**src/hw/rtl/gsof_pkg.sv**
```systemverilog
// shared types and constants for the guide sensor offset fork unit
package gsof_pkg;

  localparam int MAX_BITS = 16;
  localparam int IDX_W    = $clog2(MAX_BITS);
  localparam int CNT_W    = $clog2(MAX_BITS + 1);
  localparam int POS_W    = CNT_W + 1;
  localparam int RUNS_W   = 4;
  localparam int MODE_W   = 2;
  localparam int OFF_W    = 6;
  localparam int CFG_W    = 5;
  localparam int CFG_IDX_W = 1;

  // configuration register indexes
  localparam logic [CFG_IDX_W-1:0] REG_SENSOR_WIDTH = 1'd0;
  localparam logic [CFG_IDX_W-1:0] REG_NORMAL_WIDTH = 1'd1;

  localparam logic [CFG_W-1:0] SENSOR_WIDTH_RST = 5'd16;
  localparam logic [CFG_W-1:0] NORMAL_WIDTH_RST = 5'd4;

  // fork modes
  localparam logic [MODE_W-1:0] MODE_STRAIGHT = 2'd0;
  localparam logic [MODE_W-1:0] MODE_LEFT     = 2'd1;
  localparam logic [MODE_W-1:0] MODE_RIGHT    = 2'd2;
  localparam logic [MODE_W-1:0] MODE_INVALID  = 2'd3;

  // counts gathered by one scan pass
  typedef struct packed {
    logic [CNT_W-1:0]  cnt;
    logic [CNT_W-1:0]  nr;
    logic [CNT_W-1:0]  nl;
    logic [RUNS_W-1:0] runs;
    logic [CNT_W-1:0]  first_len;
    logic [CNT_W-1:0]  last_len;
  } gsof_stats_t;

endpackage

```
**src/hw/rtl/gsof_if.sv**
```systemverilog
// request and result channel interfaces
interface gsof_in_if
  import gsof_pkg::*;
();
  logic              valid;
  logic              ready;
  logic [MAX_BITS-1:0] sensor_bits;
  logic [MODE_W-1:0] mode;

  modport source (output valid, sensor_bits, mode, input ready);
  modport sink   (input valid, sensor_bits, mode, output ready);
endinterface

interface gsof_out_if
  import gsof_pkg::*;
();
  logic                    valid;
  logic                    ready;
  logic signed [OFF_W-1:0] offset;
  logic                    error;
  logic [CNT_W-1:0]        active_count;
  logic [RUNS_W-1:0]       gap_runs;

  modport source (output valid, offset, error, active_count, gap_runs, input ready);
  modport sink   (input valid, offset, error, active_count, gap_runs, output ready);
endinterface

```
**src/hw/rtl/gsof_scan.sv**
```systemverilog
// bit-serial scan unit: counts active bits, edge blanks, gap runs and first/last run lengths
module gsof_scan
  import gsof_pkg::*;
(
  input  logic                clk,
  input  logic                rst,
  input  logic                start,
  input  logic [MAX_BITS-1:0] vec,
  input  logic [CNT_W-1:0]    width,
  output logic                done,
  output gsof_stats_t         stats
);

  logic             busy;
  logic [IDX_W-1:0] idx;
  logic             seen;
  logic             in_first;
  logic [CNT_W-1:0] pending;
  logic [CNT_W-1:0] cur_ones;

  gsof_stats_t      stats_next;
  logic             seen_next;
  logic             in_first_next;
  logic [CNT_W-1:0] pending_next;
  logic [CNT_W-1:0] cur_ones_next;
  logic [CNT_W-1:0] width_m1;
  logic             last;
  logic             bit_b;

  assign bit_b    = vec[idx];
  assign width_m1 = width - CNT_W'(1);
  assign last     = busy && ({1'b0, idx} == width_m1);

  always_comb begin
    stats_next    = stats;
    seen_next     = seen;
    in_first_next = in_first;
    pending_next  = pending;
    cur_ones_next = cur_ones;
    if (bit_b) begin
      stats_next.cnt = stats.cnt + CNT_W'(1);
      if (!seen) begin
        seen_next            = 1'b1;
        in_first_next        = 1'b1;
        stats_next.first_len = CNT_W'(1);
      end else begin
        if (in_first) stats_next.first_len = stats.first_len + CNT_W'(1);
        if (pending != '0) stats_next.runs = stats.runs + RUNS_W'(1);
      end
      pending_next        = '0;
      cur_ones_next       = cur_ones + CNT_W'(1);
      stats_next.last_len = cur_ones + CNT_W'(1);
    end else begin
      cur_ones_next = '0;
      if (!seen) begin
        stats_next.nr = stats.nr + CNT_W'(1);
      end else begin
        pending_next  = pending + CNT_W'(1);
        in_first_next = 1'b0;
      end
    end
    stats_next.nl = seen_next ? pending_next : width;
  end

  always_ff @(posedge clk) begin
    if (rst) begin
      busy <= 1'b0;
      done <= 1'b0;
      idx  <= '0;
    end else begin
      done <= 1'b0;
      if (start) begin
        busy     <= 1'b1;
        idx      <= '0;
        seen     <= 1'b0;
        in_first <= 1'b0;
        pending  <= '0;
        cur_ones <= '0;
        stats    <= '0;
      end else if (busy) begin
        seen     <= seen_next;
        in_first <= in_first_next;
        pending  <= pending_next;
        cur_ones <= cur_ones_next;
        stats    <= stats_next;
        idx      <= idx + IDX_W'(1);
        if (last) begin
          busy <= 1'b0;
          done <= 1'b1;
        end
      end
    end
  end

endmodule

```
**src/hw/rtl/guide_sensor_offset_fork_unit.sv**
```systemverilog
// top level: sequencer around the shared scan unit, config registers, result register
//
//  channel   dir  handshake       payload
//  sensor    in   valid / ready   sensor_bits[15:0], mode[1:0]
//  result    out  valid / ready   offset[5:0] signed, error, active_count[4:0], gap_runs[3:0]
//  config    in   cfg_we          cfg_index[0], cfg_data[4:0]
//
// one request runs P scan passes, w the clamped sensor width and P from 1 to w + 1;
// each pass is a start state, a bit-serial sweep of the scan unit (one bit a cycle),
// the wait for its done flag, a decide state and an edit or finish state; before the
// first pass the request is accepted in the idle state, and a plain track with no
// cleanup needs a single pass
// synchronous active-high reset returns the sequencer to idle, drops result valid
// and loads sensor_width 16 and normal_width 4
// sensor ready is high only while the sequencer is idle; a finished result sits in
// the output register, so a new request is taken while the old result waits
module guide_sensor_offset_fork_unit
  import gsof_pkg::*;
(
  input  logic                 clk,
  input  logic                 rst,
  input  logic                 cfg_we,
  input  logic [CFG_IDX_W-1:0] cfg_index,
  input  logic [CFG_W-1:0]     cfg_data,
  gsof_in_if.sink              sensor,
  gsof_out_if.source           result
);

  typedef enum logic [2:0] {
    ST_IDLE,
    ST_START,
    ST_SCAN,
    ST_DECIDE,
    ST_EDIT,
    ST_FINISH
  } state_t;

  state_t state;

  // configuration registers
  logic [CFG_W-1:0] sensor_width;
  logic [CFG_W-1:0] normal_width;

  always_ff @(posedge clk) begin
    if (rst) begin
      sensor_width <= SENSOR_WIDTH_RST;
      normal_width <= NORMAL_WIDTH_RST;
    end else if (cfg_we) begin
      case (cfg_index)
        REG_SENSOR_WIDTH: sensor_width <= cfg_data;
        REG_NORMAL_WIDTH: normal_width <= cfg_data;
        default: ;
      endcase
    end
  end

  // working copy of the request
  logic [MAX_BITS-1:0] vec;
  logic [CNT_W-1:0]    w;
  logic [MODE_W-1:0]   mode;

  // width clamped to 1..MAX_BITS
  logic [CNT_W-1:0]    w_eff;
  logic [MAX_BITS-1:0] vec_in;

  always_comb begin
    if (sensor_width == '0) begin
      w_eff = CNT_W'(1);
    end else if (sensor_width > CFG_W'(MAX_BITS)) begin
      w_eff = CNT_W'(MAX_BITS);
    end else begin
      w_eff = sensor_width[CNT_W-1:0];
    end
    for (int i = 0; i < MAX_BITS; i++) begin
      vec_in[i] = sensor.sensor_bits[i] && (CNT_W'(i) < w_eff);
    end
  end

  // shared scan unit
  logic        scan_start;
  logic        scan_done;
  gsof_stats_t stats;

  assign scan_start = (state == ST_START);

  gsof_scan u_scan (
    .clk   (clk),
    .rst   (rst),
    .start (scan_start),
    .vec   (vec),
    .width (w),
    .done  (scan_done),
    .stats (stats)
  );

  // pass decision: either finish with a result or clear the range [lo, end)
  logic                    dec_finish;
  logic signed [OFF_W-1:0] dec_off;
  logic                    dec_err;
  logic [POS_W-1:0]        dec_lo;
  logic [POS_W-1:0]        dec_end;
  logic                    left_sel;
  logic                    right_sel;
  logic [CNT_W-1:0]        excess;
  logic [POS_W-1:0]        left_end;

  always_comb begin
    left_sel  = (mode == MODE_RIGHT) || ((mode == MODE_STRAIGHT) && (stats.nl < stats.nr));
    right_sel = (mode == MODE_LEFT) || ((mode == MODE_STRAIGHT) && (stats.nl > stats.nr));
    excess    = stats.cnt - normal_width;
    left_end  = {1'b0, w} - {1'b0, stats.nl};
    dec_finish = 1'b1;
    dec_off    = '0;
    dec_err    = 1'b0;
    dec_lo     = '0;
    dec_end    = '0;
    if (stats.cnt == '0) begin
      // no track seen
      dec_err = 1'b1;
    end else if (stats.runs != '0) begin
      if (stats.runs == RUNS_W'(1)) begin
        if (left_sel) begin
          dec_finish = 1'b0;
          dec_end    = left_end;
          dec_lo     = left_end - {1'b0, stats.last_len};
        end else if (right_sel) begin
          dec_finish = 1'b0;
          dec_lo     = {1'b0, stats.nr};
          dec_end    = {1'b0, stats.nr} + {1'b0, stats.first_len};
        end else begin
          dec_err = (mode == MODE_INVALID);
        end
      end
    end else if (stats.cnt > normal_width) begin
      // a full-width run is a crossing and stays as it is
      if (stats.cnt != w) begin
        if (left_sel) begin
          dec_finish = 1'b0;
          dec_end    = left_end;
          dec_lo     = left_end - {1'b0, excess};
        end else if (right_sel) begin
          dec_finish = 1'b0;
          dec_lo     = {1'b0, stats.nr};
          dec_end    = {1'b0, stats.nr} + {1'b0, excess};
        end
      end
    end else begin
      dec_off = $signed({1'b0, stats.nl}) - $signed({1'b0, stats.nr});
    end
  end

  // range clear applied in the edit cycle
  logic [POS_W-1:0]    clr_lo;
  logic [POS_W-1:0]    clr_end;
  logic [MAX_BITS-1:0] vec_edit;

  always_comb begin
    for (int i = 0; i < MAX_BITS; i++) begin
      vec_edit[i] = vec[i] && !((POS_W'(i) >= clr_lo) && (POS_W'(i) < clr_end));
    end
  end

  // final pass values waiting for the output register
  logic signed [OFF_W-1:0] res_off;
  logic                    res_err;
  logic [CNT_W-1:0]        res_cnt;
  logic [RUNS_W-1:0]       res_runs;

  logic                    out_valid;
  logic                    out_load;
  logic signed [OFF_W-1:0] out_off;
  logic                    out_err;
  logic [CNT_W-1:0]        out_cnt;
  logic [RUNS_W-1:0]       out_runs;

  // output register takes the finished result once it is free or being drained
  assign out_load = (state == ST_FINISH) && (!out_valid || result.ready);

  assign sensor.ready        = (state == ST_IDLE);
  assign result.valid        = out_valid;
  assign result.offset       = out_off;
  assign result.error        = out_err;
  assign result.active_count = out_cnt;
  assign result.gap_runs     = out_runs;

  always_ff @(posedge clk) begin
    if (rst) begin
      state     <= ST_IDLE;
      out_valid <= 1'b0;
    end else begin
      if (result.ready && !out_load) out_valid <= 1'b0;
      case (state)
        ST_IDLE: begin
          if (sensor.valid) begin
            vec   <= vec_in;
            w     <= w_eff;
            mode  <= sensor.mode;
            state <= ST_START;
          end
        end
        ST_START: begin
          state <= ST_SCAN;
        end
        ST_SCAN: begin
          if (scan_done) state <= ST_DECIDE;
        end
        ST_DECIDE: begin
          if (dec_finish) begin
            res_off  <= dec_off;
            res_err  <= dec_err;
            res_cnt  <= stats.cnt;
            res_runs <= stats.runs;
            state    <= ST_FINISH;
          end else begin
            clr_lo  <= dec_lo;
            clr_end <= dec_end;
            state   <= ST_EDIT;
          end
        end
        ST_EDIT: begin
          vec   <= vec_edit;
          state <= ST_START;
        end
        ST_FINISH: begin
          // wait for the output register to free up
          if (out_load) begin
            out_valid <= 1'b1;
            out_off   <= res_off;
            out_err   <= res_err;
            out_cnt   <= res_cnt;
            out_runs  <= res_runs;
            state     <= ST_IDLE;
          end
        end
        default: state <= ST_IDLE;
      endcase
    end
  end

endmodule

```
**src/flat_wrapper.sv**
```systemverilog
// flat-port wrapper written by rule: the top's interface ports become plain ports
module guide_sensor_offset_fork_unit_flat import gsof_pkg::*;
  (clk, rst, cfg_we, cfg_index, cfg_data, sensor_valid, sensor_sensor_bits, sensor_mode, sensor_ready, result_valid, result_offset, result_error, result_active_count, result_gap_runs, result_ready);
  gsof_in_if sensor_i ();
  gsof_out_if result_i ();
  input  logic clk;
  input  logic rst;
  input  logic cfg_we;
  input  logic [CFG_IDX_W-1:0] cfg_index;
  input  logic [CFG_W-1:0] cfg_data;
  input wire logic [$bits(sensor_i.valid)-1:0] sensor_valid;
  input wire logic [$bits(sensor_i.sensor_bits)-1:0] sensor_sensor_bits;
  input wire logic [$bits(sensor_i.mode)-1:0] sensor_mode;
  output wire logic [$bits(sensor_i.ready)-1:0] sensor_ready;
  output wire logic [$bits(result_i.valid)-1:0] result_valid;
  output wire logic [$bits(result_i.offset)-1:0] result_offset;
  output wire logic [$bits(result_i.error)-1:0] result_error;
  output wire logic [$bits(result_i.active_count)-1:0] result_active_count;
  output wire logic [$bits(result_i.gap_runs)-1:0] result_gap_runs;
  input wire logic [$bits(result_i.ready)-1:0] result_ready;
  assign sensor_i.valid = sensor_valid;
  assign sensor_i.sensor_bits = sensor_sensor_bits;
  assign sensor_i.mode = sensor_mode;
  assign sensor_ready = sensor_i.ready;
  assign result_valid = result_i.valid;
  assign result_offset = result_i.offset;
  assign result_error = result_i.error;
  assign result_active_count = result_i.active_count;
  assign result_gap_runs = result_i.gap_runs;
  assign result_i.ready = result_ready;
  guide_sensor_offset_fork_unit u_core (.clk(clk), .rst(rst), .cfg_we(cfg_we), .cfg_index(cfg_index), .cfg_data(cfg_data), .sensor(sensor_i), .result(result_i));
endmodule
```
**config.mk**
```make
export PLATFORM = sky130hd
export DESIGN_NAME = guide_sensor_offset_fork_unit_flat
export DESIGN_NICKNAME = d
export VERILOG_FILES = /design/src/hw/rtl/gsof_pkg.sv /design/src/hw/rtl/gsof_if.sv /design/src/hw/rtl/gsof_scan.sv /design/src/hw/rtl/guide_sensor_offset_fork_unit.sv /design/src/flat_wrapper.sv
export SDC_FILE = /design/constraint.sdc
export NUM_CORES = 1
export LEC_CHECK = 0
export BUFFER_PORTS_ARGS = -buffer_cell sky130_fd_sc_hd__buf_2
export CAP_MARGIN = 20
export CORE_UTILIZATION = 65
export DETAILED_ROUTE_END_ITERATION = 8
export GPL_TIMING_DRIVEN = 0
export PLACE_DENSITY = 0.88
export SLEW_MARGIN = 20
export SYNTH_ARGS = -nofsm -noshare
export SYNTH_HDL_FRONTEND = slang
export SYNTH_SLANG_ARGS = --single-unit
```
**constraint.sdc**
```tcl
create_clock -name clk -period 7.8 [get_ports clk]
set_clock_uncertainty 0.2 [all_clocks]
set_input_delay 0.39 -clock clk [delete_from_list [all_inputs] [get_ports clk]]
set_output_delay 0.39 -clock clk [all_outputs]
set_load 0.01 [all_outputs]
```
# Yosys cells after proc, flatten, opt, wreduce, memory -nomap -nowiden
# Index checks and enable logic that the tools add are counted.
[op_classes]
n_addsub = 15
magnitude_cmp = 53
n_eq_ne = 18
n_mux = 65
n_bitwise = 4
reduce_logical = 103
[ops]
columns = ["operator", "n"]
rows = [
  ["6-bit two-way mux", 14],
  ["5-bit two-way mux", 14],
  ["1-bit logical AND", 53],
  ["4-bit by 6-bit greater-or-equal comparator with 1-bit output (first input constant)", 8],
  ["4-bit by 6-bit < comparator with 1-bit output (first input constant)", 8],
  ["4-bit by 5-bit < comparator with 1-bit output (first input constant)", 8],
  ["16-bit case mux with 2 select lines", 1],
  ["29-bit two-way mux", 1],
  ["1-bit two-way mux", 26],
  ["5-bit by 1-bit adder with 5-bit output (second input constant)", 5],
  ["3-bit by 6-bit greater-or-equal comparator with 1-bit output (first input constant)", 4],
  ["3-bit by 6-bit < comparator with 1-bit output (first input constant)", 4],
  ["3-bit AND reduction", 7],
  ["3-bit by 5-bit < comparator with 1-bit output (first input constant)", 4],
  ["1-bit logical NOT", 18],
  ["3-bit case mux with 6 select lines", 1],
  ["16-bit two-way mux", 1],
  ["14-bit two-way mux", 1],
  ["5-bit by 5-bit adder with 6-bit output", 2],
  ["1-bit by 6-bit greater-or-equal comparator with 1-bit output (first input constant)", 2],
  ["2-bit by 6-bit greater-or-equal comparator with 1-bit output (first input constant)", 2],
  ["1-bit by 6-bit < comparator with 1-bit output (first input constant)", 2],
  ["2-bit by 6-bit < comparator with 1-bit output (first input constant)", 2],
  ["4-bit AND reduction", 3],
  ["other kinds (39)", 67],
]
[totals]
regBits = 128
wordCells = 288

# Longest topological paths before layout
# Gate-level depths: netlist of run 1.
[logic_depth]
depth_word = 11
mapped_depth = 13
mapped_depth_nobuf = 13

# Modules after synthesis
# From an unflattened synthesis of run 1, not the netlist that was laid out.
[hier_totals]
cells_unflattened = 712
hier_area_um2 = 7549.7
[by_module_without_submodules]
columns = ["mod", "instances", "cells_each", "area_each_um2", "seq_area_each_um2"]
rows = [
  ["guide_sensor_offset_fork_unit", 1, 498, 5027.3, 2292.2],
  ["gsof_scan", 1, 214, 2522.4, 1351.3],
]

# Worst setup path before layout of run 1
# No wires, ideal clock.
[synth_path]
path_type = "register to register"
from = "reg u_core.u_scan.stats[19] (netlist name)"
to = "reg u_core.res_cnt[0], enable pin"
arrival_time_ns = 2.698
slack_ns = 4.508
path_stages_with_launch = 8
path_buffers = 0
period_less_slack_ns = 3.292
path_cell_list = "edfxtp_1 ha_1 fa_1 nand2b_1 a211oi_1 o21a_1 nor2_1 a21oi_1"
[synth_between]
elab_chain_len = 10
elab_cells_between_ends = 14
classes_between = "2 x order compare; 7 x mux; 5 x reduce/logical"
[synth_rtl]
columns = ["item", "line", "source"]
rows = [
  ["5-bit > comparator", "guide_sensor_offset_fork_unit.sv:109", "right_sel = (mode == MODE_LEFT) || ((mode == MODE_STRAIGHT) && (stats.nl > stats.nr));"],
  ["1-bit logical AND", "guide_sensor_offset_fork_unit.sv:109", ""],
  ["1-bit logical OR", "guide_sensor_offset_fork_unit.sv:109", ""],
  ["1-bit two-way mux", "guide_sensor_offset_fork_unit.sv:126, guide_sensor_offset_fork_unit.sv:141", ""],
  ["1-bit two-way mux (*)", "guide_sensor_offset_fork_unit.sv:122, guide_sensor_offset_fork_unit.sv:137", ""],
  ["1-bit two-way mux", "guide_sensor_offset_fork_unit.sv:136", "if (stats.cnt != w) begin"],
  ["1-bit two-way mux", "guide_sensor_offset_fork_unit.sv:134", "end else if (stats.cnt > normal_width) begin"],
  ["1-bit two-way mux (*)", "guide_sensor_offset_fork_unit.sv:120", "end else if (stats.runs != '0) begin"],
  ["1-bit two-way mux (*)", "guide_sensor_offset_fork_unit.sv:117", "if (stats.cnt == '0) begin"],
  ["3-bit AND reduction (no source line) (*)", "n/a", ""],
  ["to (signal assigned)", "guide_sensor_offset_fork_unit.sv:211", "res_cnt <= stats.cnt;"],
  ["to (decl)", "guide_sensor_offset_fork_unit.sv:166", "logic [CNT_W-1:0] res_cnt;"],
]
# Mark *: on every way between the ends. The rest lies on a longest branch, timed or not.
# A chain may end at the register's enable or synchronous reset.

# Worst setup path after layout of run 1
[layout_path]
from = "reg u_core.w[0]"
to = "reg u_core.clr_lo[4] (data pin)"
[layout_between]
elab_chain_len = 6
elab_cells_between_ends = 10
classes_between = "3 x add/sub; 1 x eq/ne; 6 x mux"
[layout_rtl]
columns = ["item", "line", "source"]
rows = [
  ["from (decl)", "guide_sensor_offset_fork_unit.sv:59", "logic [CNT_W-1:0] w;"],
  ["from (signal assigned)", "guide_sensor_offset_fork_unit.sv:196", "w <= w_eff;"],
  ["5-bit by 5-bit subtractor with 6-bit output", "guide_sensor_offset_fork_unit.sv:111", "left_end = {1'b0, w} - {1'b0, stats.nl};"],
  ["6-bit by 5-bit subtractor with 6-bit output", "guide_sensor_offset_fork_unit.sv:140", "dec_lo = left_end - {1'b0, excess};"],
  ["6-bit two-way mux", "guide_sensor_offset_fork_unit.sv:137", "if (left_sel) begin"],
  ["6-bit two-way mux", "guide_sensor_offset_fork_unit.sv:136", ""],
  ["6-bit two-way mux", "guide_sensor_offset_fork_unit.sv:134", ""],
  ["6-bit two-way mux (*)", "guide_sensor_offset_fork_unit.sv:120", ""],
  ["to (signal assigned)", "guide_sensor_offset_fork_unit.sv:215", "clr_lo <= dec_lo;"],
  ["to (decl)", "guide_sensor_offset_fork_unit.sv:153", "logic [POS_W-1:0] clr_lo;"],
]
# Marks and branches as above.

==> implementation parameters, run 1 <==
Parameter                              Value

Timing
  Fin. Hold Viols ... 0
  Setup_tns ... 0 ns
  Final number of max-transition violations ... 0
  Final setup violation count ... 0
  Headroom to the max-slew limit ... 0.3744
  Portion of the clock cycle consumed by the worst path in the final layout ... 0.4680
  Post-layout minimum cycle time ... 3.651 ns
  Slew of the pin with the lowest slew margin ... 0.9254 ns
  Setup repair after global routing missed its margin ... false
  Timing-limited maximum frequency ... 0.2739 GHz
  Final-layout worst hold slack ... 0.01607 ns

Global route
  Met2 Use GR ... 0.5411
  First-pass GRT wire length ... 29.87 mm
  Vias in the first global route ... 5,881
  Residual overflow from global routing ... 0
  Routing layer with the top usage in global route ... met2
  Largest net degree at the start of global routing ... 17
  Overall fraction of global-route tracks in use ... 0.3426
  Met3 track demand over resource ... 0.09544
  Met1 track demand over resource in global routing ... 0.4395
  Antenna violations before repair ... 0

Min path
  Hold Path Class ... in -> reg

Logic synthesis
  Most used standard cell by instance count after synthesis ... edfxtp_1
  Mean Syn Cell Area ... 10.50 µm²
  Synthesized area ... 7572 µm²
  Share of async-settable or async-resettable flops after synthesis ... 0
  Fraction of synthesized cell area taken by the top area cell type ... 0.4283
  Number of warning messages in the yosys log ... 0
  Share of the synthesized area in compound gates (AO/OA/AOI/OAI) ... 0.1355
  #FFs+latches synth ... 128
  EDFF count, synth ... 108
  Post-synthesis simple-gate area fraction ... 0.1563
  Ys flop type ... edfxtp_1
  Post-synthesis cell count ... 721
  Top area cells in the synthesized netlist ... edfxtp_1, ha_1, dfxtp_1, nor2_1, xnor2_1
  Nets in the synthesized netlist ... 804
  Most numerous cell types in the synthesized netlist ... edfxtp_1, nor2_1, nand2_1
  Cell accounting for the most synthesized area ... edfxtp_1
  Count of distinct cell types in the synthesized netlist ... 68
  Proportion of synthesized chip area in sequential cells ... 0.4812
  Proportion of synthesized area in mux cells ... 0.02925
  Adder-cell share of the synthesized area ... 0.09617
  Combinational family with the most area after synthesis ... simple AND/OR/NAND/NOR gates
  Post-synthesis xor/xnor area fraction ... 0.06130

Detailed routing
  Number of antenna-violating nets in the routed design ... 0
  Pre-Repair DR Iteration Count ... 6
  Final routed DRC violation total ... 0
  Total detailed-routing wirelength ... 19.18 mm
  Number of DRC markers in iteration 0 ... 585
  Routed vias ... 6,096
  Routed wirelength normalized by instance count ... 20.28 µm
  Via-to-Cell Ratio ... 6.444

Die
  Number of top-level design ports ... 47
  Die Area ... 12,090 µm²
  Overall die height ... 109.9 µm
  Die width ... 109.9 µm
  Initial Utilization ... 0.6660
  Number of cell rows ... 39
  Core footprint ... 11,370 µm²

Pwr
  PwrDens ... 240.3 nW/µm²
  Maximum VDD drop ... 0.0002367 V
  Leak pwr ... 3.303 nW
  Power after layout ... 2.077 mW

Run
  Count of maximum capacitance violations ... 0

Setup path
  Maximum fanout along the worst path ... 5
  Critical Path Source Type ... register
  CP most frequent cell ... inv_1
  Slowest stage cell, crit path ... fa_1
  CP bufs+invs ... 3
  Crit Path Class ... reg -> reg
  CP Data Arrival Time ... 3.68 ns
  Sort of element at the end of the critical path ... register
  Kind of cell adding the most delay to the critical path ... adder cells
  Max stage delay on crit path ... 0.68 ns
  Ordered cell list for the critical path ... inv_1, ha_1, inv_1, fa_1, inv_1, fa_1, nand2b_1, a21oi_1, xor2_1, mux2i_1, a2111oi_2
  Data required time of the critical path ... 7.83 ns

Clocking
  Clock insertion delay at the later pin of the skew report ... 0.43 ns
  Clock tree root driver cell ... clkbuf_16
  Bufs on Longest Clock Path ... 2
  Sinks on Clock Net ... 128
  CTS tree ... done
  CTS clock-pin slew for the worst setup and hold paths ... 0.05 ns
  Cells resized by post-CTS repair ... 0
  CTS buffer count ... 17
  # H-tree levels ... 4

Placed design
  Gpl congestion ... 0.9231
  Number of input and output port buffers inserted ... 46
  Post-DP HPWL ... 14.11 mm

Cells and area
  Total Nets Final ... 873
  Fraction of layout instances using a drive strength above 1 ... 0.1357
  Total inserted antenna cells ... 0
  Register cell area after layout ... 3643 µm²
  Area delta synth->final ... 14.18%
  Count of fill cells added during filler insertion ... 742
  Multi-input combinational cell area ... 3645 µm²

Status
  Outcome ... finished, final reports clean
[per-layer routing]
layer,share of wire,up-vias
met5,0,-
met4,0.031,0
met3,0.092,60
met2,0.48,338
met1,0.40,2932
li1,-,2766
[cell usage in the layout (no fill, tap or decap), types with 7 or more instances in the layout]
cell type  Yosys  final
clkbuf_1      27     31
o22ai_1        7      7
clkbuf_16      0     17
mux2i_1       12     12
nor3_1        20     18
nand2b_1      12     12
buf_2          3     49
or3_1          7      7
ha_1          47     47
nand2_1       48     48
and2_1         7      7
nor2_1        75     75
xor2_1        24     24
nand3_1       33     33
xnor2_1       29     29
a211oi_1       8      8
a21o_1         8      8
fa_1           7      7
dfxtp_1       20     20
o21ai_0       26     26
edfxtp_1     108    108
inv_1         41     41
nor2b_1       14     14
a21oi_1       41     39
[what timing repair did]
action,4_1_cts,5_1_grt
setup endpoints to repair,0,0
hold endpoints to repair,2,0
buffers inserted,0,0
hold buffers,2,0
[worst paths after layout]
check	start	slack, ns	depth (start not counted)	end
setup / recovery	u_core.w[0]	4.15	11	u_core.clr_lo[4]
hold / removal	cfg_data[2]	0.02	3	u_core.sensor_width[2]
setup reg to reg	u_core.w[0]	4.15	11	u_core.clr_lo[4]
hold reg to reg	u_core.res_cnt[1]	0.22	0	u_core.result.active_count[1]
[sequential cells by signal, summed over array words and instances (netlist names), 2 cells and up]
name / count
u_core.clr_end: 6
u_core.clr_lo: 6
u_core.mode: 2
u_core.normal_width: 5
u_core.res_cnt: 5
u_core.res_off: 6
u_core.res_runs: 4
u_core.result.active_count: 5
u_core.result.gap_runs: 4
u_core.result.offset: 6
u_core.sensor_width: 5
u_core.state: 3
u_core.u_scan.cur_ones: 5
u_core.u_scan.idx: 4
u_core.u_scan.pending: 5
u_core.u_scan.stats: 29
u_core.vec: 16
u_core.w: 5
[through the flow]
step / instances / setup slack (ns) / cell area [µm²] / util
3_3_place_gp: 910 / 3.776 / 7981 / 0.7020
4_1_cts: 946 / 4.164 / 8642 / 0.7601
5_1_grt: 946 / 3.996 / 8646 / 0.7604
2_1_floorplan: 721 / 4.508 / 7572 / -
3_5_place_dp: 912 / 4.171 / 8018 / 0.7052
6_report: 946 / 4.149 / 8646 / 0.7604
[layout make-up]
type / count / area share
plain buffers: 34 / 0.01708
clock inverters: 11 / 0.01896
multi-input cells: 517 / 0.4216
inverters: 42 / 0.01823
flip-flops and latches: 128 / 0.4214
repair buffers: 50 / 0.03111
clock buffers: 21 / 0.05094
well taps: 143 / 0.02069
[cells by family (layout without fill, tap and decap cells)]
group,count (synthesis),after routing
xor gates and xnor gates,53,53
AOI/OAI and AO/OA,149,149
buffers and inverters,76,158
and+or+nand+nor,244,244
DFF,128,128
adders and majority gates,54,54
muxes,17,17
[power by group]
part           internal (mW)  switching [mW]
clock network          0.531           0.290
logic                  0.173           0.257
registers              0.791          0.0351
[worst min-delay path: stages]
cell,delay (ns)
buf_2,0.09
mux2i_1,0.06
nor2_1,0.07
Note: power is estimated with default switching activity, not from simulation.
==> inputs of run 2 (changes only) <==
ABC_AREA = 1   (was not set)
CORE_UTILIZATION = 62   (was 65)
PLACE_DENSITY = 0.84   (was 0.88)
clock period = 3.7 ns   (was 7.8 ns; I/O delays follow)
==> run 2 against run 1 <==
Critical path depth grew 3. Sequential power grew 120%. Design area grew 3.4%. Clock power grew 96%. Core utilization grew 0.60 points. Synthesized cell count grew 15%. First-iteration DRC count grew 35%. Via count grew 5.3%. Maximum frequency grew 6.4%.
==> implementation parameters, run 2 <==
Parameter                              Value

Setup path
  Capturing instance or port of the critical path ... u_core.clr_lo[5] (was u_core.clr_lo[4])
  Sort of element at the end of the critical path ... register (unchanged)
  Critical Path Source Type ... register (unchanged)
  Beginning of the critical path ... u_core.w[0] (unchanged)
  Data required time of the critical path ... 3.75 ns (was 7.83 ns)
  Worst reg2reg startpoint ... u_core.w[0] (unchanged)
  Crit Path Class ... reg -> reg (unchanged)
  Worst reg-to-reg setup slack ... 0.27 ns (was 4.15 ns)
  Maximum fanout along the worst path ... 4 (was 5)
  Worst reg2reg path endpoint ... u_core.clr_lo[5] (was u_core.clr_lo[4])
  R2R cell count ... 14 (was 11)
  CP Data Arrival Time ... 3.48 ns (was 3.68 ns)

Timing
  Portion of the clock cycle consumed by the worst path in the final layout ... 0.9275 (was 0.4680)
  Setup_tns ... 0 ns (unchanged)
  Timing-limited maximum frequency ... 0.2914 GHz (was 0.2739 GHz)
  Final setup violation count ... 0 (unchanged)
  Slew of the pin with the lowest slew margin ... 0.9230 ns (was 0.9254 ns)
  Fin. Hold Viols ... 0 (unchanged)
  Headroom to the max-slew limit ... 0.3824 (was 0.3744)
  Final number of max-transition violations ... 0 (unchanged)
  Setup repair after global routing missed its margin ... false (unchanged)
  Post-layout minimum cycle time ... 3.432 ns (was 3.651 ns)

Cells and area
  Most common library cell in the layout ignoring fill and taps ... inv_1 (was edfxtp_1)
  Core utilization of the finished layout ... 0.7664 (was 0.7604)
  Largest reg by FF count ... u_core.u_scan.stats (unchanged)
  Fraction of layout instances using a drive strength above 1 ... 0.1368 (was 0.1357)
  Count of fill cells added during filler insertion ... 786 (was 742)
  Flip-flop count of the largest register after layout ... 29 (unchanged)
  Most used cells in the layout excluding fill and tap cells ... inv_1, nand2_1, edfxtp_1, nor2_1, o21ai_0 (was edfxtp_1, nor2_1, buf_2, nand2_1, ha_1)
  Register cell area after layout ... 3643 µm² (unchanged)
  Registers with the most flip-flops ... u_core.u_scan.stats (29), u_core.vec (16) (unchanged)
  Total inserted antenna cells ... 0 (unchanged)
  Multi-input combinational cell area ... 3343 µm² (was 3645 µm²)
  Total Nets Final ... 1,013 (was 873)
  Area delta synth->final ... 18.20% (was 14.18%)

Logic synthesis
  Count of distinct cell types in the synthesized netlist ... 47 (was 68)
  Fraction of synthesized cell area taken by the top area cell type ... 0.4289 (was 0.4283)
  #FFs+latches synth ... 128 (unchanged)
  Top area cells in the synthesized netlist ... edfxtp_1, ha_1, inv_1, nand2_1, dfxtp_1 (was edfxtp_1, ha_1, dfxtp_1, nor2_1, xnor2_1)
  Synthesized area ... 7562 µm² (was 7572 µm²)
  Most used standard cell by instance count after synthesis ... inv_1 (was edfxtp_1)
  Post-synthesis cell count ... 829 (was 721)
  Number of warning messages in the yosys log ... 0 (unchanged)
  Proportion of synthesized chip area in sequential cells ... 0.4818 (was 0.4812)
  Ys flop type ... edfxtp_1 (unchanged)
  Mean Syn Cell Area ... 9.122 µm² (was 10.50 µm²)
  Cell accounting for the most synthesized area ... edfxtp_1 (unchanged)
  Share of async-settable or async-resettable flops after synthesis ... 0 (unchanged)
  EDFF count, synth ... 108 (unchanged)
  Most numerous cell types in the synthesized netlist ... inv_1, nand2_1, edfxtp_1 (was edfxtp_1, nor2_1, nand2_1)
  Nets in the synthesized netlist ... 912 (was 804)

Clocking
  CTS tree ... done (unchanged)
  Number of setup buffers added after CTS ... 0 (unchanged)
  Sinks on Clock Net ... 128 (unchanged)
  CTS buffer count ... 17 (unchanged)
  Clock insertion delay at the later pin of the skew report ... 0.43 ns (about the same)
  Clock tree root driver cell ... clkbuf_16 (unchanged)
  Bufs on Longest Clock Path ... 2 (unchanged)
  CTS clock-pin slew for the worst setup and hold paths ... 0.05 ns (about the same)
  # H-tree levels ... 4 (unchanged)

Global route
  Met3 track demand over resource ... 0.08801 (was 0.09544)
  Antenna violations before repair ... 0 (unchanged)
  Largest net degree at the start of global routing ... 19 (was 17)
  Vias in the first global route ... 6,088 (was 5,881)
  Met1 track demand over resource in global routing ... 0.4136 (was 0.4395)
  First-pass GRT wire length ... 30.78 mm (was 29.87 mm)
  Residual overflow from global routing ... 0 (unchanged)
  Routing layer with the top usage in global route ... met2 (unchanged)
  Met2 Use GR ... 0.5379 (was 0.5411)
  Overall fraction of global-route tracks in use ... 0.3280 (was 0.3426)

Placed design
  Number of input and output port buffers inserted ... 46 (unchanged)
  Gpl congestion ... 0.9886 (was 0.9231)
  Post-DP HPWL ... 13.74 mm (was 14.11 mm)

Pwr
  PwrDens ... 513.4 nW/µm² (was 240.3 nW/µm²)
  Leak pwr ... 3.834 nW (was 3.303 nW)
  Maximum VDD drop ... 0.0004092 V (was 0.0002367 V)

Detailed routing
  Pre-Repair DR Iteration Count ... 5 (was 6)
  Routed vias ... 6,420 (was 6,096)
  Total detailed-routing wirelength ... 19.48 mm (was 19.18 mm)
  Number of DRC markers in iteration 0 ... 788 (was 585)
  Final routed DRC violation total ... 0 (unchanged)
  Routed wirelength normalized by instance count ... 17.94 µm (was 20.28 µm)
  Number of antenna-violating nets in the routed design ... 0 (unchanged)
  Via-to-Cell Ratio ... 5.912 (was 6.444)

Run
  Count of maximum capacitance violations ... 0 (unchanged)

Die
  Die Area ... 12,640 µm² (was 12,090 µm²)
  Number of cell rows ... 39 (unchanged)
  Number of top-level design ports ... 47 (unchanged)
  Overall die height ... 112.4 µm (was 109.9 µm)
  Initial Utilization ... 0.6484 (was 0.6660)
  Core footprint ... 11,660 µm² (was 11,370 µm²)
  Die width ... 112.4 µm (was 109.9 µm)

Min path
  Hold path start ... sensor_valid (was cfg_data[2])
  Hold Path Class ... in -> reg (unchanged)

Status
  Outcome ... finished, final reports clean (unchanged)
run 2: worst min path at each step:
stage | cells past startpoint | to | slack, ns
after floorplan | 1 | u_core.state[0] | 0.05
after global placement | 1 | u_core.mode[1] | 0.17
after detailed placement | 1 | u_core.mode[0] | 0.16
after CTS | 3 | u_core.vec[11] | 0.05
after global routing | 3 | u_core.vec[11] | 0.09
final | 3 | u_core.vec[11] | 0.09
run 2: layout make-up:
type	instances	area share
inverter	134	0.05655
tap	143	0.02002
sequential	128	0.4076
buffer	15	0.01092
multi-input combinational	552	0.3740
timing repair buffer	82	0.06565
clock inverter	8	0.005319
clock buffer	24	0.05991
run 2: worst max-delay path, stage by stage, from the launching register on:
cell and delay [ns]:
edfxtp_1 0.45, inv_1 0.20, ha_1 0.19, inv_1 0.07
fa_1 0.40, a21oi_1 0.18, nor2_1 0.06, nor2_1 0.11
xnor2_1 0.22, ha_1 0.34, a21oi_1 0.19, o211ai_1 0.16
a21oi_1 0.18, o211ai_1 0.10, a21oi_1 0.21
run 2: stage by stage:
| step | setup WS [ns] | power, mW | instance area [µm²] | hold WS (ns) | cells |
|---|---|---|---|---|---|
| floorplan | 0.7817 | 2.631 | 7562 | 0.05407 | 829 |
| global placement | 0.2621 | 2.890 | 7971 | 0.1701 | 1018 |
| detailed placement | 0.3370 | 2.925 | 8025 | 0.1643 | 1021 |
| CTS | 0.2927 | 4.550 | 8939 | 0.05398 | 1086 |
| global route | 0.02543 | 4.789 | 8939 | 0.08828 | 1086 |
| finish | 0.2682 | 4.589 | 8939 | 0.08532 | 1086 |
run 2: cells by family after synthesis:
kind of cell | after synthesis | share of synthesized area
buf+inv | 149 | 0.07975
fa+ha+maj | 54 | 0.09629
simple gates | 307 | 0.1810
flops | 128 | 0.4818
compound gates | 160 | 0.1252
xor+xnor | 31 | 0.03590
run 2: repair_timing:
item                      CTS  global route
hold endpoints to repair   32             0
gates resized for setup     0             0
hold buffers               33             0
run 2: per-layer routing:
layer	vias to the layer above	wire length (µm)	share of wire
met5	-	0	0
met4	0	470	0.024
met3	42	1859	0.095
met2	331	9174	0.47
met1	3019	7975	0.41
li1	3028	-	-
run 2: power breakdown:
part | switching (mW) | internal (mW)
registers | 0.0905 | 1.70
logic | 0.746 | 0.439
clock network | 0.606 | 1.01
total | 1.44 | 3.15
==> inputs of run 3 (changes only) <==
GPL_TIMING_DRIVEN = not set   (was 0)
==> run 3 against run 2 <==
Global-route usage grew 1.3 points. Flip-flop and latch count is the same. Via count is essentially flat. Combinational power is essentially flat. Total power grew 2.4%. Non-clock buffer count shrank 15. Sequential power is essentially flat. Design area shrank 0.91%. Die area is the same. Setup slack gained 0.11 ns. Clock power grew 8%. Largest cell class unchanged. Highest routed layer unchanged.
==> implementation parameters, run 3 (synthesized netlist as in run 2, its figures left out) <==
Parameter                              Value

Timing
  Fin. Hold Viols ... 0 (unchanged)
  Portion of the clock cycle consumed by the worst path in the final layout ... 0.8989 (was 0.9275)
  Headroom to the max-slew limit ... 0.4852 (was 0.3824)
  Post-layout minimum cycle time ... 3.326 ns (was 3.432 ns)
  Setup repair after global routing missed its margin ... false (unchanged)
  Setup_tns ... 0 ns (unchanged)
  Final setup violation count ... 0 (unchanged)
  Timing-limited maximum frequency ... 0.3007 GHz (was 0.2914 GHz)
  Final number of max-transition violations ... 0 (unchanged)
  Final-layout worst hold slack ... 0.02031 ns (was 0.08532 ns)
  Slew of the pin with the lowest slew margin ... 0.7712 ns (was 0.9230 ns)

Detailed routing
  Routed wirelength normalized by instance count ... 18.82 µm (was 17.94 µm)
  Routed vias ... 6,423 (was 6,420)
  Total detailed-routing wirelength ... 20.16 mm (was 19.48 mm)
  Via-to-Cell Ratio ... 5.997 (was 5.912)
  Number of antenna-violating nets in the routed design ... 0 (unchanged)
  Pre-Repair DR Iteration Count ... 5 (unchanged)
  Number of DRC markers in iteration 0 ... 695 (was 788)
  Final routed DRC violation total ... 0 (unchanged)

Pwr
  Maximum VDD drop ... 0.0003433 V (was 0.0004092 V)
  Leak pwr ... 3.796 nW (was 3.834 nW)
  PwrDens ... 530.8 nW/µm² (was 513.4 nW/µm²)

Clocking
  Cells resized by post-CTS repair ... 0 (unchanged)
  CTS tree ... done (unchanged)
  Clock tree root driver cell ... clkbuf_16 (unchanged)
  CTS buffer count ... 17 (unchanged)
  Sinks on Clock Net ... 128 (unchanged)
  Bufs on Longest Clock Path ... 2 (unchanged)
  # H-tree levels ... 4 (unchanged)
  CTS clock-pin slew for the worst setup and hold paths ... 0.06 ns (was 0.05 ns)
  Clock insertion delay at the later pin of the skew report ... 0.43 ns (about the same)

Setup path
  Maximum fanout along the worst path ... 12 (was 4)
  Max stage delay on crit path ... 0.55 ns (was 0.45 ns)
  Slowest stage cell, crit path ... dlygate4sd3_1 (was edfxtp_1)
  Data required time of the critical path ... 3.88 ns (was 3.75 ns)
  Sort of element at the end of the critical path ... register (unchanged)
  Critical Path Source Type ... register (unchanged)
  CP most frequent cell ... nand2_1 (was a21oi_1)
  Ordered cell list for the critical path ... ha_1, fa_1, inv_1, nand4_1, nand3_1, nand3_1, nand2_1, nor2_2, nand2_1, nand2_1, nand2_1, nand2_1, a21oi_1, dlygate4sd3_1 (was inv_1, ha_1, inv_1, fa_1, a21oi_1, nor2_1, nor2_1, xnor2_1, ha_1, a21oi_1, o211ai_1, a21oi_1, o211ai_1, a21oi_1)
  Kind of cell adding the most delay to the critical path ... simple AND/OR/NAND/NOR gates (was compound AO/OA/AOI/OAI gates)
  Crit Path Class ... reg -> reg (unchanged)
  CP Data Arrival Time ... 3.50 ns (was 3.48 ns)
  CP bufs+invs ... 2 (unchanged)

Min path
  Hold Path Class ... in -> reg (unchanged)

Global route
  Residual overflow from global routing ... 0 (unchanged)
  First-pass GRT wire length ... 31.97 mm (was 30.78 mm)
  Vias in the first global route ... 6,191 (was 6,088)
  Overall fraction of global-route tracks in use ... 0.3414 (was 0.3280)
  Largest net degree at the start of global routing ... 21 (was 19)
  Antenna violations before repair ... 0 (unchanged)

Status
  Outcome ... finished, final reports clean (unchanged)

Cells and area
  Total inserted antenna cells ... 0 (unchanged)
  Core utilization of the finished layout ... 0.7595 (was 0.7664)
  Registers with the most flip-flops ... u_core.u_scan.stats (29), u_core.vec (16) (unchanged)
  Flip-flop count of the largest register after layout ... 29 (unchanged)
  Largest reg by FF count ... u_core.u_scan.stats (unchanged)
  Most used cells in the layout excluding fill and tap cells ... inv_1, nand2_1, edfxtp_1, nor2_1, o21ai_0 (unchanged)
  Area delta synth->final ... 17.12% (was 18.20%)
  Total Nets Final ... 998 (was 1,013)
  Fraction of layout instances using a drive strength above 1 ... 0.1304 (was 0.1368)
  Most common library cell in the layout ignoring fill and taps ... inv_1 (unchanged)

Die
  Core footprint ... 11,660 µm² (unchanged)
  Number of cell rows ... 39 (unchanged)
  Die width ... 112.4 µm (unchanged)
  Overall die height ... 112.4 µm (unchanged)
  Die Area ... 12,640 µm² (unchanged)
  Number of top-level design ports ... 47 (unchanged)
  Initial Utilization ... 0.6484 (unchanged)

Placed design
  Gpl congestion ... 1.026 (was 0.9886)
  Number of input and output port buffers inserted ... 46 (unchanged)
  Post-DP HPWL ... 14.11 mm (was 13.74 mm)

Run
  Count of maximum capacitance violations ... 0 (unchanged)
## run 3: final cells by class
| cell class | count | area, µm² |
|---|---|---|
| clock buffers | 23 | 543.0 |
| clock inverters | 9 | 87.58 |
| fillers | 775 | 2805 |
| inverters | 134 | 505.5 |
| multi-input cells | 552 | 3326 |
| flip-flops and latches | 128 | 3643 |
| well taps | 143 | 178.9 |
| repair buffers | 82 | 573.1 |
## run 3: what timing repair did
item                                    4_1_cts  5_1_grt
hold endpoints to repair                     30        0
buffers inserted                              0        0
hold buffers                                 29        0
endpoints found under the setup margin        0        0
## run 3: through the flow
| stage | instances | area [µm²] | setup slack, ns | total power [mW] |
|---|---|---|---|---|
| after floorplan | 829 | 7562 | 0.7817 | 2.631 |
| after global placement | 1010 | 7936 | 0.6201 | 2.898 |
| after detailed placement | 1010 | 7936 | 0.5593 | 2.909 |
| after CTS | 1071 | 8857 | 0.4608 | 4.670 |
| after global routing | 1071 | 8857 | 0.1752 | 4.913 |
| final | 1071 | 8857 | 0.3740 | 4.701 |
## run 3: where the power goes
part	leakage, nW	switching, mW	internal, mW
registers	1.16	0.109	1.70
clock network	0.311	0.640	1.10
logic	2.33	0.719	0.426
## run 3: worst paths after layout
kind / from / end / slack [ns] / depth (start not counted)
min reg2reg: u_core.res_runs[0] / u_core.result.gap_runs[0] / 0.22 / 0
max reg2reg: u_core.u_scan.stats[19] / u_core.state[0] / 0.37 / 14
max: u_core.u_scan.stats[19] / u_core.state[0] / 0.37 / 14
min: sensor_sensor_bits[9] / u_core.vec[9] / 0.02 / 3
## run 3: worst register-to-register path, delay by kind of cell, from the launching register on
family,cells,cell delay [ns]
and+or+nand+nor,9,1.10
adders and majority gates,2,0.70
buffers and inverters,2,0.63
DFF,1,0.51
AOI/OAI and AO/OA,1,0.12
## run 3: per-layer routing
metal	GRT usage	wire length, µm	share of wire
met1	0.4354	8189	0.41
met2	0.5379	9134	0.45
met3	0.08639	1938	0.096
met4	0.1840	894	0.044
met5	0	0	0
